### config.mk
export PLATFORM = sky130hd
export DESIGN_NAME = spcu_count_enc
export DESIGN_NICKNAME = d
export VERILOG_FILES = /design/src/rtl/core/spcu_pkg.sv /design/src/rtl/core/spcu_count_enc.sv
export SDC_FILE = /design/constraint.sdc
export NUM_CORES = 1
export LEC_CHECK = 0
export ABC_CLOCK_PERIOD_IN_PS = 1000
export BUFFER_PORTS_ARGS = -buffer_cell sky130_fd_sc_hd__buf_2
export CORE_MARGIN = 3
export CORE_UTILIZATION = 39
export DETAILED_ROUTE_END_ITERATION = 7
export PLACE_DENSITY_LB_ADDON = 0.2
export SLEW_MARGIN = 10
export SYNTH_ARGS = -nofsm -noshare
export SYNTH_HDL_FRONTEND = slang
export SYNTH_SLANG_ARGS = --single-unit
export TNS_END_PERCENT = 30
### constraint.sdc
create_clock -name vclk -period 1
set_clock_uncertainty 0.1 [all_clocks]
set_input_delay 0.05 -clock vclk [all_inputs]
set_output_delay 0.05 -clock vclk [all_outputs]
set_load 0.005 [all_outputs]
### src/rtl/core/spcu_pkg.sv
// shared types and constants for the sorted prefix-sum counter
// no dependencies; imported by the cell, the encoder and the top level
`default_nettype none

package spcu_pkg;

    // command codes carried in tuser
    localparam logic [1:0] CMD_LOAD  = 2'd0;
    localparam logic [1:0] CMD_QUERY = 2'd1;
    localparam logic [1:0] CMD_CLEAR = 2'd2;

    // fixed field widths
    localparam int CMD_W    = 2;
    localparam int ELEM_W   = 20;
    localparam int QSUM_W   = 26;
    localparam int LEN_W    = 7;
    localparam int IN_TD_W  = 48;
    localparam int OUT_TD_W = 8;

    // control handed from one cell to its right-hand neighbour
    typedef struct packed {
        logic valid;  // cell holds a stored value
        logic shift;  // cell moves right (or takes the new value) on a load
    } t_link;

endpackage

`default_nettype wire

### src/rtl/core/spcu_count_enc.sv
// thermometer-to-count encoder over the registered hit flags of the chain
// depends on spcu_pkg
`default_nettype none

module spcu_count_enc
    import spcu_pkg::*;
#(
    parameter int CAPACITY = 64,
    parameter int CNT_W    = 7
) (
    input  wire logic [CAPACITY-1:0] i_hit,
    output logic [LEN_W-1:0]         o_len
);

    logic [CNT_W-1:0] w_cnt;

    // hits form a thermometer, so the count is one past the last set flag
    always_comb begin
        w_cnt = '0;
        for (int i = 0; i < CAPACITY; i++) begin
            if (i_hit[i] && ((i == CAPACITY - 1) || !i_hit[(i + 1) % CAPACITY])) begin
                w_cnt = w_cnt | CNT_W'(i + 1);
            end
        end
    end

    assign o_len = LEN_W'(w_cnt);

endmodule

`default_nettype wire
==> impl_metrics.py, run 1 <==
metrics = {
    "critical_path": {
        "cp_slowest_cell": "nor4_2",
        "path_class": "in2out",
        "crit_path_end": "o_len[3]",
        "worstPathMaxFanout": 2,
        "cp_data_arrival_time_ps": 1150,
        "cp-start-kind": "primary input",
        "path_buf_inv": 3,
        "worstPathRequired_ps": 850,
        "cp_num_cells": 7,
        "max_stage_delay_ps": 340,
        "cp_cell_sequence": "buf_2 > nand2b_2 > buf_4 > nand4_1 > nor4_2 > nand3_1 > buf_2",
        "crit_path_end_kind": "primary output",
        "crit_family": "simple AND/OR/NAND/NOR gates",
        "crit_start": "i_hit[61]",
        "cpMostUsedCell": "buf_2",
    },
    "finish": {
        "seq_area_um2": 0,
        "seq_cells": 0,
        "n_fill_cell": 150,
        "final_nets": 283,
        "syn_to_final_growth_pct": 86.3,
        "drive_gt1_frac": 0.535,
        "diodes": 0,
        "nClkBuffers": 0,
    },
    "drt": {
        "drt-pass1-iter-count": 4,
        "wirelength_um": 3480,
        "viasPerCell": 5.43,
        "drc": 0,
        "vias": 1314,
        "detail-route-antenna-nets": 0,
        "drt_iter0_drc": 36,
        "wl_per_cell_um": 14.4,
    },
    "sta": {
        "tightest_slew_ps": 495,
        "final.period_utilization": 1.30,
        "finalMaxSlewViolations": 0,
        "relSlewSlack": 0.666,
        "hold_slack_ps": 189,
        "rsz0062_at_grt": "yes",
        "finalWorstSetupSlack_ps": -299,
        "fin_crit_ps": 1300,
        "finalHoldViolCount": 0,
        "clock.fmax_mhz": 770,
        "finalSetupViolations": 6,
    },
    "synth": {
        "syn_area_um2": 758,
        "netlist.area_leader.share": 0.239,
        "synth_cell_type_count": 18,
        "syn_inst": 120,
        "syn_area_per_cell_um2": 6.32,
        "synth_top_cell_by_area": "nand2b_1",
        "synth-seq-area-share": 0,
        "ys_warn_count": 0,
        "postSynthNetCount": 184,
        "synthTopCellsByArea": "nand2b_1, o2111ai_1, inv_1, or2b_1, nand4_1",
    },
    "floorplanning": {
        "rows": 15,
        "die_w_um": 50.1,
        "start_util": 0.425,
        "die_area_um2": 2510,
        "core_um2": 1780,
        "fp.dieH_um": 50.1,
        "ioPinCount": 71,
    },
    "grt": {
        "antenna_found_initial": 0,
        "grtUsageTotal": 0.262,
        "grt_max_degree": 4,
        "grt_pass1_wl_um": 5290,
        "grt_remaining_overflow": 0,
        "grt_pass1_vias": 1273,
    },
    "place": {
        "io_buffer_count": 71,
        "place_ws_ps": -235,
        "place.gp.congestion": 0.902,
        "hpwl_um": 2990,
    },
    "power_and_ir_drop": {
        "ir_drop_mv": 0.220,
        "p_per_area_nw_per_um2": 384,
        "p_total_uw": 542,
        "leakage_nw": 0.719,
    },
    "status": {
        "status": "finished with violations",
        "violations": "negative setup slack",
    },
    "clocking": {
        "cts_setup_buffers": 0,
    },
    "min_path": {
        "worst_hold_path_type": "in2out",
        "hold_depth": 2,
    },
    "job": {
        "cap_violations": 0,
    },
}
[metal layers]
metal / vias up / GRT usage / share of wire
met5: - / 0 / 0
met4: 0 / 0.0553 / 0.023
met3: 12 / 0.0272 / 0.074
met2: 67 / 0.491 / 0.52
met1: 594 / 0.312 / 0.38
li1: 641 / - / -
[cell usage in the layout (no fill, tap or decap), types with 2 or more instances in the layout]
cell type / instances
buf_2: 67
buf_4: 27
buf_6: 4
inv_1: 20
nand2b_1: 27
nand2b_2: 5
nand2b_4: 2
nand3_1: 7
nand4_1: 8
nor2_1: 4
nor3_1: 5
nor3_2: 2
nor4_2: 4
o2111ai_1: 11
o2111ai_2: 4
o21ai_0: 5
o21ai_1: 2
or2b_1: 7
[Yosys cell counts (all sizes together)]
| cell type | instances |
|---|---|
| nor4 | 5 |
| o21ai | 8 |
| nand2 | 1 |
| or2b | 7 |
| nor3 | 7 |
| o2bb2ai | 1 |
| o221ai | 1 |
| nand2b | 34 |
| buf | 1 |
| a21boi | 1 |
| inv | 20 |
| nand4 | 8 |
| o2111ai | 15 |
| nand3 | 7 |
| nor2 | 4 |
[worst min-delay path by stage]
stage	start	end
CTS	i_hit[63]	o_len[6]
finish	i_hit[63]	o_len[6]
global route	i_hit[63]	o_len[6]
detailed placement	i_hit[63]	o_len[6]
global placement	i_hit[63]	o_len[6]
floorplan	i_hit[63]	o_len[6]
[layout make-up]
class | count | area [um^2] | share of cell area
inverters | 20 | 75.1 | 0.0531
multi-input cells | 99 | 723 | 0.512
well taps | 25 | 31.3 | 0.0221
repair buffers | 98 | 583 | 0.413
[kinds of logic (layout without fill, tap and decap cells)]
group,Yosys count,in the layout,share of synthesized area
buffers and inverters,21,118,0.109
and+or+nand+nor,73,73,0.607
AOI/OAI and AO/OA,26,26,0.284
[report_power, final]
group | internal [mW] | switching [mW]
logic | 0.287 | 0.255
clock network | 0 | 0
registers | 0 | 0
total | 0.287 | 0.255
[per-stage QoR]
stage / utilization / setup TNS (ps) / instances / instance area [um^2]
5_1_grt: 0.792 / -1580 / 242 / 1410
6_report: 0.792 / -1250 / 242 / 1410
3_5_place_dp: 0.752 / -1070 / 242 / 1340
3_3_place_gp: 0.752 / -923 / 242 / 1340
4_1_cts: 0.773 / -953 / 242 / 1380
2_1_floorplan: - / 0 / 120 / 758
[timing repair]
item | 4_1_cts | 5_1_grt
gates resized for setup | 6 | 9
hold buffers | 0 | 0
endpoints found under the hold margin | 0 | 0
gates cloned | 0 | 0
pin swaps | 5 | 3
endpoints found under the setup margin | 6 | 6
Power figures use the tool's default switching activity.
==> run 2, diff against run 1 <==
--- a/config.mk
+++ b/config.mk
@@ -5,10 +5,11 @@
 export SDC_FILE = /design/constraint.sdc
 export NUM_CORES = 1
 export LEC_CHECK = 0
+export ABC_AREA = 1
 export ABC_CLOCK_PERIOD_IN_PS = 1000
 export BUFFER_PORTS_ARGS = -buffer_cell sky130_fd_sc_hd__buf_2
 export CORE_MARGIN = 3
-export CORE_UTILIZATION = 39
+export CORE_UTILIZATION = 40
 export DETAILED_ROUTE_END_ITERATION = 7
 export PLACE_DENSITY_LB_ADDON = 0.2
 export SLEW_MARGIN = 10
==> impl_metrics.py, run 2 <==
metrics = {
    "status": {
        "status": "completed",
    },
    "grt": {
        "grt_pass1_wl_um": 3750,
        "grtUsageTotal": 0.160,
        "antenna_found_initial": 0,
        "grt_remaining_overflow": 0,
        "grt_pass1_vias": 1060,
        "grt_max_degree": 3,
    },
    "floorplanning": {
        "core_um2": 2080,
        "die_area_um2": 2970,
        "rows": 16,
        "die_w_um": 54.5,
        "fp.dieH_um": 54.5,
        "ioPinCount": 71,
        "start_util": 0.451,
    },
    "min_path": {
        "hold_depth": 2,
        "min_to": "o_len[6]",
        "worst_hold_path_type": "in2out",
        "min-delay-start": "i_hit[63]",
    },
    "finish": {
        "seq_cells": 0,
        "drive_gt1_frac": 0.360,
        "diodes": 0,
        "final_nets": 374,
        "seq_area_um2": 0,
        "nClkBuffers": 0,
        "syn_to_final_growth_pct": 50.7,
        "layout_common_cells": "nand2_1, buf_2, inv_1, nor2_1, nand2_2",
        "final_common_cell": "nand2_1",
    },
    "sta": {
        "finalHoldViolCount": 0,
        "fin_crit_ps": 939,
        "finalSetupViolations": 0,
        "hold_slack_ps": 182,
        "tightest_slew_ps": 182,
        "finalMaxSlewViolations": 0,
        "final.period_utilization": 0.939,
        "clock.fmax_mhz": 1060,
        "relSlewSlack": 0.877,
        "rsz0062_at_grt": "yes",
    },
    "critical_path": {
        "worstPathMaxFanout": 2,
        "crit_path_end_kind": "primary output",
        "cp-start-kind": "primary input",
        "path_class": "in2out",
        "max_stage_delay_ps": 120,
        "cp_cell_sequence": "buf_6 > inv_2 > nand2_2 > nand2_2 > nor2_2 > nand2_1 > nor2_2 > nand2_1 > buf_2",
        "cp_slowest_cell": "nor2_2",
        "path_buf_inv": 3,
        "crit_family": "simple AND/OR/NAND/NOR gates",
        "cp_data_arrival_time_ps": 790,
        "worstPathRequired_ps": 850,
    },
    "synth": {
        "synthTopCellsByArea": "nand2_1, inv_1, nor2_1, nand2_2, nor2_2",
        "synth_cell_type_count": 8,
        "syn_area_um2": 940,
        "synth_top_cell_by_area": "nand2_1",
        "yosysMostFrequentCell": "nand2_1",
        "syn_area_per_cell_um2": 3.95,
        "synth-seq-area-share": 0,
        "syn_inst": 238,
        "netlist.area_leader.share": 0.503,
        "postSynthNetCount": 302,
        "yosys-top-cells-count": "nand2_1, inv_1, nor2_1, nand2_2, nor2_2",
        "ys_warn_count": 0,
    },
    "drt": {
        "viasPerCell": 4.12,
        "detail-route-antenna-nets": 0,
        "route.layer.met1.wl_um": 1230,
        "wirelength_um": 2730,
        "drt_iter0_drc": 19,
        "wl_per_cell_um": 8.15,
        "wl_met3_um": 197,
        "maxUsedRoutingLayer": "met3",
        "vias": 1380,
        "drc": 0,
        "route.met2.wl_um": 1300,
        "drt-pass1-iter-count": 4,
    },
    "power_and_ir_drop": {
        "p_total_uw": 514,
        "ir_drop_mv": 0.208,
        "leakage_nw": 1.04,
        "p_per_area_nw_per_um2": 363,
    },
    "place": {
        "hpwl_um": 2410,
        "io_buffer_count": 71,
        "place.gp.congestion": 0.863,
    },
    "job": {
        "cap_violations": 0,
    },
}
[run 2: cell count changes in the layout (fill, tap and decap cells not counted), sizes merged, moves of 15 or more]
cell,delta
nand2,+130
inv,+42
nor2,+38
nand2b,-34
buf,-27
o2111ai,-15
[run 2: layout make-up]
class	count	area, um^2
timing repair buffer	71	380
fill	237	666
inverter	62	233
tap	27	33.8
multi-input combinational	175	769
[run 2: per-stage QoR]
stage / utilization / std cells / worst slack (ps) / TNS [ps] / cell area (um^2)
after floorplan: - / 238 / 311 / 0 / 940
after global placement: 0.635 / 335 / 26.2 / 0 / 1320
after detailed placement: 0.635 / 335 / 32.3 / 0 / 1320
after CTS: 0.635 / 335 / 30.6 / 0 / 1320
after global routing: 0.680 / 335 / -23.6 / -78.3 / 1420
final: 0.680 / 335 / 60.6 / 0 / 1420
[run 2: timing repair]
item,CTS,global route
endpoints found under the hold margin,0,0
resized for setup,0,33
buffers inserted,0,0
setup endpoints to repair,0,6
hold buffers,0,0
[run 2: worst max-delay path by stage]
stage / startpoint / to / depth (start not counted)
floorplan: i_hit[63] / o_len[4] / 7
global placement: i_hit[31] / o_len[0] / 9
detailed placement: i_hit[31] / o_len[0] / 9
CTS: i_hit[31] / o_len[0] / 9
global route: i_hit[59] / o_len[5] / 9
finish: i_hit[62] / o_len[5] / 9
[run 2: logic make-up after synthesis]
group	count (synthesis)	synth area share
buffers and inverters	63	0.256
AO/OA/AOI/OAI	2	0.0107
AND/OR/NAND/NOR	173	0.734
[run 2: power by group]
part           switching, mW  internal [mW]  total, mW
Combinational          0.285          0.229      0.514
Clock                      0              0          0
Sequential                 0              0          0
[run 2: routing by layer]
layer  up-vias  GRT usage
li1        793          -
met4         0          0
met3         0    0.00272
met2        42      0.291
met1       545      0.221
met5         -          0
==> run 3, diff against run 2 <==
--- a/config.mk
+++ b/config.mk
@@ -9,7 +9,7 @@
 export ABC_CLOCK_PERIOD_IN_PS = 1000
 export BUFFER_PORTS_ARGS = -buffer_cell sky130_fd_sc_hd__buf_2
 export CORE_MARGIN = 3
-export CORE_UTILIZATION = 40
+export CORE_UTILIZATION = 43
 export DETAILED_ROUTE_END_ITERATION = 7
 export PLACE_DENSITY_LB_ADDON = 0.2
 export SLEW_MARGIN = 10
==> impl_metrics.py, run 3 (synthesis gave the netlist of run 2 again) <==
metrics = {
    "sta": {
        "finalHoldViolCount": 0,
        "relSlewSlack": 0.900,
        "hold_slack_ps": 186,
        "fin_setup_tns_ps": 0,
        "fin_crit_ps": 965,
        "finalSetupViolations": 0,
        "finalMaxSlewViolations": 0,
        "clock.fmax_mhz": 1040,
        "tightest_slew_ps": 149,
        "rsz0062_at_grt": "yes",
        "final.period_utilization": 0.965,
    },
    "clocking": {
        "cts_hold_buf": 0,
        "cts_resized": 0,
        "cts_setup_buffers": 0,
    },
    "grt": {
        "antenna_found_initial": 0,
        "grt_pass1_wl_um": 3860,
        "grt_max_degree": 3,
        "grt_pass1_vias": 1080,
        "grt_remaining_overflow": 0,
        "grtUsageTotal": 0.172,
    },
    "place": {
        "place.gp.congestion": 0.774,
        "io_buffer_count": 71,
        "hpwl_um": 2360,
    },
    "drt": {
        "drt-pass1-iter-count": 4,
        "maxUsedRoutingLayer": "met3",
        "detail-route-antenna-nets": 0,
        "route.layer.met1.wl_um": 1130,
        "wirelength_um": 2720,
        "drt_iter0_drc": 18,
        "route.met2.wl_um": 1440,
        "vias": 1402,
        "wl_met3_um": 148,
        "wl_per_cell_um": 8.13,
        "viasPerCell": 4.19,
        "drc": 0,
    },
    "floorplanning": {
        "die_area_um2": 2780,
        "start_util": 0.465,
        "die_w_um": 52.7,
        "fp.dieH_um": 52.7,
        "ioPinCount": 71,
        "core_um2": 2020,
        "rows": 16,
    },
    "finish": {
        "drive_gt1_frac": 0.351,
        "layout_common_cells": "nand2_1, buf_2, inv_1, nor2_1, nand2_2",
        "seq_cells": 0,
        "syn_to_final_growth_pct": 49.7,
        "diodes": 0,
        "final_nets": 374,
        "final_common_cell": "nand2_1",
        "seq_area_um2": 0,
        "nClkBuffers": 0,
        "utilization": 0.696,
    },
    "critical_path": {
        "max_stage_delay_ps": 130,
        "worstPathMaxFanout": 2,
        "crit_path_end_kind": "primary output",
        "cp-start-kind": "primary input",
        "path_class": "in2out",
        "cp_data_arrival_time_ps": 810,
        "cp_cell_sequence": "buf_2 > inv_1 > nand2_1 > nand2_2 > nor2_4 > nand2_1 > nor2_1 > nand2_1 > buf_2",
        "cpMostUsedCell": "nand2_1",
        "cp_slowest_cell": "buf_2",
        "worstPathRequired_ps": 850,
    },
    "min_path": {
        "hold_depth": 2,
        "min_to": "o_len[6]",
        "min-delay-start": "i_hit[63]",
        "worst_hold_path_type": "in2out",
    },
    "power_and_ir_drop": {
        "leakage_nw": 1.04,
        "ir_drop_mv": 0.206,
        "p_per_area_nw_per_um2": 365,
    },
    "job": {
        "cap_violations": 0,
    },
    "status": {
        "status": "completed",
    },
}
run 3: cell count changes in the layout (fill, tap and decap cells not counted):
cell,change
buf_2,+2
buf_6,-2
inv_1,+2
inv_2,-2
nor2_1,+1
nor2_2,-2
nor2_4,+1
run 3: routing by layer:
metal,vias to the layer above,GRT usage
met2,39,0.326
met1,567,0.227
met4,0,0
li1,796,-
met5,-,0
met3,0,0
run 3: report_power, final:
group	internal (mW)	switching (mW)	leakage, nW	total, mW
Combinational	0.226	0.288	1.04	0.514
Sequential	0	0	0	0
Clock	0	0	0	0
run 3: cell type report:
cell class	count	area (um^2)
multi-input combinational	175	772
fill	239	616
timing repair buffer	71	368
tap	27	33.8
inverter	62	233
run 3: worst max-delay path by stage:
stage                    end  cells after the start  slack [ps]      start
global route        o_len[4]                      9         -40  i_hit[29]
CTS                 o_len[5]                      9          30  i_hit[63]
floorplan           o_len[4]                      7         310  i_hit[63]
global placement    o_len[5]                      9          40  i_hit[59]
finish              o_len[4]                      9          40  i_hit[29]
detailed placement  o_len[5]                      9          30  i_hit[63]
run 3: per-stage QoR:
step | instance area (um^2) | worst slack, ps | std cells | power, mW
final | 1410 | 35.4 | 335 | 0.514
after global routing | 1410 | -39.3 | 335 | 0.582
after CTS | 1320 | 28.0 | 335 | 0.463
after detailed placement | 1320 | 27.9 | 335 | 0.461
after global placement | 1320 | 37.2 | 335 | 0.457
after floorplan | 940 | 311 | 238 | 0.271
run 3: critical path, delay by kind of cell:
family | cells | cell delay [ps]
buf+inv | 3 | 260
simple gates | 6 | 510
