File: src/rtl/core/spcu_pkg.sv
// shared types and constants for the sorted prefix-sum counter
// no dependencies; imported by the cell, the encoder and the top level
`default_nettype none

package spcu_pkg;

    // command codes carried in tuser
    localparam logic [1:0] CMD_LOAD  = 2'd0;
    localparam logic [1:0] CMD_QUERY = 2'd1;
    localparam logic [1:0] CMD_CLEAR = 2'd2;

    // fixed field widths
    localparam int CMD_W    = 2;
    localparam int ELEM_W   = 20;
    localparam int QSUM_W   = 26;
    localparam int LEN_W    = 7;
    localparam int IN_TD_W  = 48;
    localparam int OUT_TD_W = 8;

    // control handed from one cell to its right-hand neighbour
    typedef struct packed {
        logic valid;  // cell holds a stored value
        logic shift;  // cell moves right (or takes the new value) on a load
    } t_link;

endpackage

`default_nettype wire

File: src/rtl/core/spcu_cell.sv
// one storage cell of the sorted chain: a value, its running sum and a valid bit
// depends on spcu_pkg
`default_nettype none

module spcu_cell
    import spcu_pkg::*;
#(
    parameter int VALUE_BITS = 20,
    parameter int SUM_W      = 26,
    parameter int CMP_W      = 26
) (
    input  wire logic                  i_clk,
    input  wire logic                  i_rst_n,
    input  wire logic                  i_load,
    input  wire logic                  i_clear,
    input  wire logic                  i_query,
    input  wire logic [VALUE_BITS-1:0] i_value,
    input  wire logic [CMP_W-1:0]      i_limit,
    input  wire t_link                 i_left,
    input  wire logic [VALUE_BITS-1:0] i_left_value,
    input  wire logic [SUM_W-1:0]      i_left_sum,
    output t_link                      o_link,
    output logic [VALUE_BITS-1:0]      o_value,
    output logic [SUM_W-1:0]           o_sum,
    output logic                       o_hit
);

    logic                  r_valid;
    logic                  n_valid;
    logic [VALUE_BITS-1:0] r_value;
    logic [SUM_W-1:0]      r_sum;
    logic                  r_hit;
    logic                  w_shift;

    // stays put only if it holds a value no greater than the new one
    assign w_shift = !(r_valid && (r_value <= i_value));

    always_comb begin
        n_valid = r_valid;
        if (i_clear) begin
            n_valid = 1'b0;
        end else if (i_load) begin
            n_valid = r_valid | i_left.valid;
        end
    end

    always_ff @(posedge i_clk) begin
        if (!i_rst_n) begin
            r_valid <= 1'b0;
        end else begin
            r_valid <= n_valid;
        end
    end

    // payload: from this cell on, every sum is the left sum plus the new value
    always_ff @(posedge i_clk) begin
        if (i_load && w_shift) begin
            r_value <= i_left.shift ? i_left_value : i_value;
            r_sum   <= i_left_sum + SUM_W'(i_value);
        end
        if (i_query) begin
            r_hit <= r_valid && (CMP_W'(r_sum) <= i_limit);
        end
    end

    assign o_link.valid = r_valid;
    assign o_link.shift = w_shift;
    assign o_value      = r_value;
    assign o_sum        = r_sum;
    assign o_hit        = r_hit;

endmodule

`default_nettype wire

File: config.mk
export PLATFORM = sky130hd
export DESIGN_NAME = spcu_cell
export DESIGN_NICKNAME = d
export VERILOG_FILES = /design/src/rtl/core/spcu_pkg.sv /design/src/rtl/core/spcu_cell.sv
export SDC_FILE = /design/constraint.sdc
export NUM_CORES = 1
export LEC_CHECK = 0
export BUFFER_PORTS_ARGS = -buffer_cell sky130_fd_sc_hd__buf_2
export CAP_MARGIN = 20
export CORE_UTILIZATION = 45
export CTS_CLUSTER_DIAMETER = 60
export CTS_CLUSTER_SIZE = 24
export DETAILED_ROUTE_END_ITERATION = 10
export GPL_TIMING_DRIVEN = 0
export HOLD_SLACK_MARGIN = 0.1
export PLACE_DENSITY = 0.77
export SYNTH_ARGS = -nofsm -noshare
export SYNTH_HDL_FRONTEND = slang
export SYNTH_SLANG_ARGS = --single-unit
File: constraint.sdc
create_clock -name i_clk -period 5 [get_ports i_clk]
set_clock_uncertainty 0.2 [all_clocks]
set_input_delay 0.5 -clock i_clk [delete_from_list [all_inputs] [get_ports i_clk]]
set_output_delay 0.5 -clock i_clk [all_outputs]
set_load 0.01 [all_outputs]
==> results of run 1 <==
## layout make-up
cell class | count | area share
buffer | 9 | 0.00916
sequential | 48 | 0.291
inverter | 52 | 0.0397
clock buffer | 6 | 0.0148
clock inverter | 2 | 0.00712
timing repair buffer | 147 | 0.154
multi-input combinational | 297 | 0.457
tap | 105 | 0.0267
## synthesized netlist by cell type, types with 2 or more instances
library cell / number / area [sq um]
ha_1: 66 / 826
inv_1: 52 / 195
edfxtp_1: 47 / 1410
nand2_1: 34 / 128
a21oi_1: 31 / 155
o21ai_0: 30 / 150
a21o_1: 25 / 188
nand4_1: 15 / 93.8
xor2_1: 14 / 123
nor2_1: 9 / 33.8
xnor2_1: 9 / 78.8
nand3_1: 8 / 40.0
nor2b_1: 5 / 31.3
o21a_1: 5 / 37.5
a31oi_1: 4 / 25.0
and3_1: 4 / 25.0
clkbuf_1: 4 / 15.0
o21ai_1: 4 / 20.0
a21oi_2: 3 / 26.3
and2_1: 3 / 18.8
and4_1: 3 / 26.3
buf_2: 3 / 15.0
o2111ai_1: 3 / 26.3
o21bai_1: 3 / 22.5
a211oi_1: 2 / 15.0
buf_4: 2 / 15.0
nor4_1: 2 / 12.5
o211ai_1: 2 / 15.0
or4_1: 2 / 15.0
## path summary, 6_finish.rpt
| path | endpoint | slack, ns |
|---|---|---|
| max | o_sum[23]$_DFFE_PP_ | 1.90 |
| min | r_valid$_SDFFE_PP0P_ | 0.15 |
| max reg2reg | o_sum[23]$_DFFE_PP_ | 1.90 |
| min reg2reg | r_valid$_SDFFE_PP0P_ | 0.46 |
## power groups by stage
stage                     Combinational, mW  Sequential, mW  Clock (mW)
after global placement                0.371           0.530           0
after global routing                  0.439           0.525       0.307
after CTS                             0.388           0.522       0.291
after detailed placement              0.386           0.531           0
after floorplan                       0.225           0.547           0
final                                 0.385           0.521       0.281
## flip-flops by register name, indices dropped and copies added, names as in the netlist
| signal | count |
|---|---|
| o_hit | 1 |
| o_sum | 26 |
| o_value | 20 |
| r_valid | 1 |
## routing by layer
| layer | share of wire | up-vias |
|---|---|---|
| met3 | 0.066 | 14 |
| met5 | 0 | - |
| met4 | 0.017 | 0 |
| li1 | - | 1792 |
| met2 | 0.48 | 141 |
| met1 | 0.44 | 1563 |
## logic make-up (layout without fill, tap and decap cells)
kind of cell,after synthesis,after routing,share of synthesized area
AOI/OAI and AO/OA,119,119,0.192
and+or+nand+nor,87,87,0.112
adders and majority gates,67,67,0.216
buffers and inverters,61,216,0.0613
DFF,48,48,0.365
xor gates and xnor gates,23,23,0.0514
muxes,1,1,0.00287
## cells in the final DEF (no fill, tap or decap), types with 2 or more instances in the layout
cell       synthesis  layout
xor2_1            14      14
or4_1              2       2
edfxtp_1          47      47
o21ai_0           30      30
nand3_1            8       8
buf_2              3     149
xnor2_1            9       9
o21bai_1           3       3
o211ai_1           2       2
o2111ai_1          3       3
nand2_1           34      34
a31oi_1            4       4
nor2_1             9       9
ha_1              66      66
a21o_1            25      25
a21oi_1           31      31
o21ai_1            4       4
nor4_1             2       2
and2_1             3       2
clkbuf_8           0       5
buf_4              2       2
clkbuf_1           4       5
nor2b_1            5       5
and4_1             3       3
o21a_1             5       5
a211oi_1           2       2
and3_1             4       4
inv_1             52      52
nand4_1           15      15
a21oi_2            3       3
## per-stage QoR
stage	worst slack [ns]	area, sq um	utilization	total power [mW]	hold slack, ns
final	1.90	4920	0.590	1.19	0.149
after global routing	1.71	4920	0.590	1.27	0.147
after CTS	1.87	4920	0.590	1.20	0.139
after detailed placement	1.61	4810	0.577	0.917	0.469
after global placement	0.734	4780	0.573	0.901	0.463
after floorplan	1.60	3920	-	0.772	0.316
==> reports/metrics.csv, run 1 <==
stage,metric,value,unit
worst_setup_path,worst reg2reg startpoint,o_value[19]$_DFFE_PP_,
routing,ANT nets after route,0,
synthesis,"Seq/Total Area, Yosys",0.365,
pwr,Leak,2.52,nW
pwr,Switching Power,365,uW
floorplanning,die height,95.3,microns
min_path,worst hold path startpoint,i_clear,
timing,final hold viol count,0,
routing,Detailed Route WL,9.33,mm
pwr,Comb power frac,0.324,
synthesis,post-synthesis register bit count,48,
floorplanning,Core ar.,8340,sq um
worst_setup_path,startpoint class of the critical path,flip-flop,
place,IO buf count,146,
routing,via/cell ratio,5.27,
floorplanning,row count,33,
global_route,GR Util met2,0.373,
worst_setup_path,"slowest stage delay, CP",0.53,ns
worst_setup_path,Reg2Reg Depth,8,
clock_tree,CTS tree,built,
timing,RSZ-0062 raised after global routing,no,
worst_setup_path,CP Data Arrival Time,2.92,ns
clock_tree,Root Driver,clkbuf_8,
worst_setup_path,critical path required time,4.81,ns
cells_and_area,nets@finish,726,
synthesis,"EDFF count, synth",47,
synthesis,top_reg_cell synth,edfxtp_1,
timing,Slew Limit Fails,0,
place,GPL Wtd Cong,0.898,
cells_and_area,storage element area,1430,sq um
synthesis,async set-reset flop share out of synthesis,0,
floorplanning,Initial Util,0.470,
worst_setup_path,Worst setup startpoint,o_value[19]$_DFFE_PP_,
min_path,WHS Path Cells,2,
timing,worst-margin pin slew,0.542,ns
run,max_cap viols,0,
routing,drt pass-1 iters,4,
worst_setup_path,WP buf/inv,1,
worst_setup_path,worst-path maximum fanout,26,
cells_and_area,fillers,749,
synthesis,yosys warns,0,
cells_and_area,synthesis-to-layout area growth,25.5,%
cells_and_area,multi-input logic area,2250,sq um
synthesis,syn_nets,572,
outcome,status,"complete, no violations",
clock_tree,clock sinks,48,
clock_tree,postcts setup bufs,0,
pwr,Peak VDD IR,0.145,mV
clock_tree,CTS resizes,0,
timing,Final period util,0.621,
global_route,gr ovfl total,0,
pwr,Pwr Density,241,nW/um^2
clock_tree,H-tree levels,2,
min_path,worst hold path class,in -> reg,
global_route,largest net degree at the start of global routing,27,
cells_and_area,post-route insts no fill,666,
timing,slew margin rel.,0.638,
timing,Final min period,3.10,ns
worst_setup_path,critical path depth in cells,8,
worst_setup_path,CP max-delay cell,and2_2,
clock_tree,CTS Buffer Depth,2,
global_route,gr usage total,0.214,
pwr,Internal,822,uW
floorplanning,Boundary Pins,148,
clock_tree,# hold bufs at CTS,0,
worst_setup_path,crit-path leading delay family,simple AND/OR/NAND/NOR gates,
routing,initial DRC count,202,
clock_tree,clock slew seen by the registers of the worst setup and hold paths,0.09,ns
synthesis,"Avg Cell Area, Syn",9.66,sq um
pwr,clock network power share,0.237,
cells_and_area,layout cells sized above 1,0.299,
pwr,Reg power frac,0.439,
global_route,GR Layer Usage met1,0.263,
place,placed cell count,658,
floorplanning,Die X,95.3,microns
global_route,M3 GR Usage,0.0463,
routing,routed via count,3510,
timing,FMAX,0.322,GHz
global_route,number of global-route vias before repair,3395,
synthesis,Post-Syn Area,3920,sq um
synthesis,"Distinct cells, synth",41,
timing,setup_tns,0,ns
floorplanning,DIE AREA,9090,sq um
place,Final HPWL DP,7.94,mm
pwr,switching share of total power,0.307,
clock_tree,CTS buffer count,5,
worst_setup_path,Crit Path Class,reg -> reg,
routing,number of remaining DRC errors,0,
timing,Setup Viol. Count Final,0,
routing,routed len/inst,14.0,microns
global_route,initial antenna violation count,0,
worst_setup_path,Critical Path End Type,flip-flop,
global_route,first-pass GRT wire length,15.0,mm
synthesis,Synth Instances,406,
clock_tree,worst skew pair latency,0.30,ns
cells_and_area,Diodes inserted,0,
worst_setup_path,crit-path cells,"ha_1, nand4_1, nor4_1, o21a_1, a211oi_1, a31oi_1, and2_2, buf_16",
global_route,gr busiest metal,met2,
(Power assumes the default switching activity.)
==> run 2: changes to the inputs <==
--- a/config.mk
+++ b/config.mk
@@ -5,6 +5,7 @@
 export SDC_FILE = /design/constraint.sdc
 export NUM_CORES = 1
 export LEC_CHECK = 0
+export ABC_AREA = 1
 export BUFFER_PORTS_ARGS = -buffer_cell sky130_fd_sc_hd__buf_2
 export CAP_MARGIN = 20
 export CORE_UTILIZATION = 45
@@ -13,7 +14,7 @@
 export DETAILED_ROUTE_END_ITERATION = 10
 export GPL_TIMING_DRIVEN = 0
 export HOLD_SLACK_MARGIN = 0.1
-export PLACE_DENSITY = 0.77
+export PLACE_DENSITY = 0.76
 export SYNTH_ARGS = -nofsm -noshare
 export SYNTH_HDL_FRONTEND = slang
 export SYNTH_SLANG_ARGS = --single-unit
==> constraint.sdc (replaced) <==
create_clock -name i_clk -period 3.3 [get_ports i_clk]
set_clock_uncertainty 0.2 [all_clocks]
set_input_delay 0.33 -clock i_clk [delete_from_list [all_inputs] [get_ports i_clk]]
set_output_delay 0.33 -clock i_clk [all_outputs]
set_load 0.01 [all_outputs]
==> reports/metrics.csv, run 2 <==
stage,metric,value,unit,change
min_path,worst hold path class,in -> reg,,
routing,routed len/inst,12.8,microns,-8.9%
global_route,number of global-route vias before repair,4207,,+24%
floorplanning,Core ar.,9370,sq um,+12%
min_path,Hold Path End,o_value[2]$_DFFE_PP_,,
clock_tree,clock slew seen by the registers of the worst setup and hold paths,0.10,ns,about the same
clock_tree,Root Driver,clkbuf_8,,
cells_and_area,Diodes inserted,0,,unchanged
cells_and_area,final core utilization,0.590,,about the same
worst_setup_path,critical path required time,3.12,ns,-1.69 ns
timing,Final min period,2.92,ns,-0.182 ns
timing,worst-margin pin slew,0.719,ns,+0.176 ns
cells_and_area,Largest register FFs,26,,unchanged
cells_and_area,layout cells sized above 1,0.233,,-0.0664
routing,drt pass-1 iters,4,,unchanged
synthesis,Synth Instances,585,,+44%
synthesis,Yosys top cell area share,0.321,,-0.0393
outcome,status,"complete, no violations",,
synthesis,top_reg_cell synth,edfxtp_1,,
synthesis,"Avg Cell Area, Syn",7.52,sq um,-22%
floorplanning,DIE AREA,10200,sq um,+12%
min_path,WHS Path Cells,3,,+1
synthesis,Area contributors post-synth,"edfxtp_1 32%, ha_1 19%, nand2_1 15%",,
worst_setup_path,Critical Path End Type,flip-flop,,
synthesis,post-synthesis register bit count,48,,unchanged
timing,Final WS setup,0.379,ns,-1.52 ns
timing,final hold viol count,0,,unchanged
synthesis,Post-Syn Area,4400,sq um,+12%
pwr,Peak VDD IR,0.173,mV,+19%
min_path,worst hold path startpoint,i_left_value[2],,
cells_and_area,storage element area,1430,sq um,unchanged
timing,Setup Viol. Count Final,0,,unchanged
routing,via/cell ratio,4.87,,-7.7%
place,Post-Place Worst Slack,0.254,ns,-1.36 ns
routing,number of remaining DRC errors,0,,unchanged
global_route,initial antenna violation count,0,,unchanged
pwr,Leak,3.03,nW,+20%
pwr,Pwr Density,330,nW/um^2,+37%
timing,slew margin rel.,0.520,,-0.119
synthesis,biggest area consumer among synthesized cells,edfxtp_1,,
timing,hold_ws,0.0968,ns,-0.0523 ns
timing,Slew Limit Fails,0,,unchanged
worst_setup_path,worst reg2reg startpoint,o_value[19]$_DFFE_PP_,,
clock_tree,CTS buffer count,5,,unchanged
worst_setup_path,Worst setup startpoint,o_value[19]$_DFFE_PP_,,
place,Final HPWL DP,9.45,mm,+19%
floorplanning,Die X,101,microns,+5.8%
worst_setup_path,Reg2Reg Depth,10,,+2
cells_and_area,synthesis-to-layout area growth,25.7,%,
global_route,largest net degree at the start of global routing,27,,unchanged
clock_tree,CTS tree,built,,
global_route,first-pass GRT wire length,18.3,mm,+22%
synthesis,syn_nets,751,,+31%
synthesis,Post-synth top cells,"170 x nand2_1, 98 x inv_1, 66 x ha_1",,
worst_setup_path,worst-path maximum fanout,26,,unchanged
routing,Detailed Route WL,11.2,mm,+20%
timing,RSZ-0062 raised after global routing,no,,
worst_setup_path,CP Data Arrival Time,2.74,ns,-0.18 ns
place,IO buf count,146,,unchanged
timing,Final period util,0.885,,+0.265
run,max_cap viols,0,,unchanged
timing,FMAX,0.342,GHz,+6.2%
clock_tree,CTS Buffer Depth,2,,unchanged
synthesis,"EDFF count, synth",47,,unchanged
synthesis,"Seq/Total Area, Yosys",0.325,,-0.0399
clock_tree,worst skew pair latency,0.31,ns,about the same
floorplanning,Initial Util,0.470,,about the same
worst_setup_path,worst flop-to-flop path endpoint,o_value[17]$_DFFE_PP_,,
floorplanning,row count,35,,+6.1%
cells_and_area,nets@finish,916,,+26%
floorplanning,die height,101,microns,+5.8%
global_route,gr ovfl total,0,,unchanged
worst_setup_path,startpoint class of the critical path,flip-flop,,
synthesis,most frequent cell after synthesis,nand2_1,,
cells_and_area,fillers,886,,+18%
cells_and_area,most frequent cells in the layout,"170 x nand2_1, 147 x buf_2, 98 x inv_1, 66 x ha_1, 47 x edfxtp_1",,
routing,initial DRC count,136,,-33%
clock_tree,clock sinks,48,,unchanged
worst_setup_path,Crit Path Class,reg -> reg,,
routing,routed via count,4283,,+22%
clock_tree,H-tree levels,2,,unchanged
place,GPL Wtd Cong,0.864,,-3.8%
floorplanning,Boundary Pins,148,,unchanged
global_route,gr usage total,0.229,,+0.0148
cells_and_area,"most common cell after layout, fill and taps aside",nand2_1,,
cells_and_area,multi-input logic area,2580,sq um,+15%
routing,ANT nets after route,0,,unchanged
synthesis,yosys warns,0,,unchanged
synthesis,"Distinct cells, synth",35,,-15%
worst_setup_path,Reg2Reg Setup Slack,0.38,ns,-1.52 ns
clock_tree,CTS resizes,0,,unchanged
synthesis,async set-reset flop share out of synthesis,0,,unchanged
## run 2: metrics by stage
stage | power (mW) | setup TNS (ns) | cells | instance area (sq um)
after floorplan | 1.20 | 0 | 585 | 4400
after global placement | 1.42 | -40.65 | 860 | 5300
after detailed placement | 1.44 | 0 | 861 | 5320
after CTS | 1.82 | 0 | 880 | 5530
after global routing | 1.96 | 0 | 880 | 5530
final | 1.83 | 0 | 880 | 5530
## run 2: timing repair
item / 4_1_cts / 5_1_grt
hold buffers: 11 / 0
setup buffers: 0 / 0
hold endpoints to repair: 10 / 0
## run 2: cell type report
type | count | share of cell area
Multi-Input combinational cell | 433 | 0.467
Sequential cell | 48 | 0.259
Timing Repair Buffer | 158 | 0.156
Inverter | 98 | 0.0665
Tap cell | 129 | 0.0292
Clock buffer | 6 | 0.0149
Buffer | 6 | 0.00566
Clock inverter | 2 | 0.00249
## run 2: power by group
group	switching [mW]	leakage [nW]	internal (mW)
registers	0.0335	0.470	0.753
clock network	0.219	0.0516	0.172
logic	0.379	2.51	0.270
total	0.631	3.03	1.19
## run 2: worst max-delay path by stage
stage | end | cells after the start
final | o_value[17]$_DFFE_PP_ | 10
after CTS | o_value[18]$_DFFE_PP_ | 10
after floorplan | o_sum[0]$_DFFE_PP_ | 9
after global placement | o_value[16]$_DFFE_PP_ | 11
after global routing | o_value[18]$_DFFE_PP_ | 10
after detailed placement | o_value[18]$_DFFE_PP_ | 12
## run 2: logic make-up (layout without fill, tap and decap cells)
group,count (synthesis),count (layout),share of synthesized area
XOR/XNOR,15,15,0.0299
adder cells (fa/ha/maj),67,67,0.192
AO/OA/AOI/OAI,81,81,0.0992
flip-flops,48,48,0.325
multiplexers,1,1,0.00256
buffers and inverters,104,270,0.0907
AND/OR/NAND/NOR,269,269,0.260
## run 2: worst max-delay path, cell delays in order, from the launching register on
cell      delay [ns]
edfxtp_1        0.39
ha_1            0.31
nand2_1         0.08
nor2_1          0.16
nand2_1         0.12
nor2_1          0.16
nand2_1         0.07
nand3_1         0.08
nand2_1         0.15
a21oi_4         0.63
buf_12          0.27
## run 2: routing by layer
metal | track usage | vias to the layer above | part of all wire
met3 | 0.0527 | 14 | 0.072
li1 | - | 2249 | -
met1 | 0.274 | 1892 | 0.44
met4 | 0.0602 | 0 | 0.018
met2 | 0.413 | 128 | 0.47
met5 | 0 | - | 0
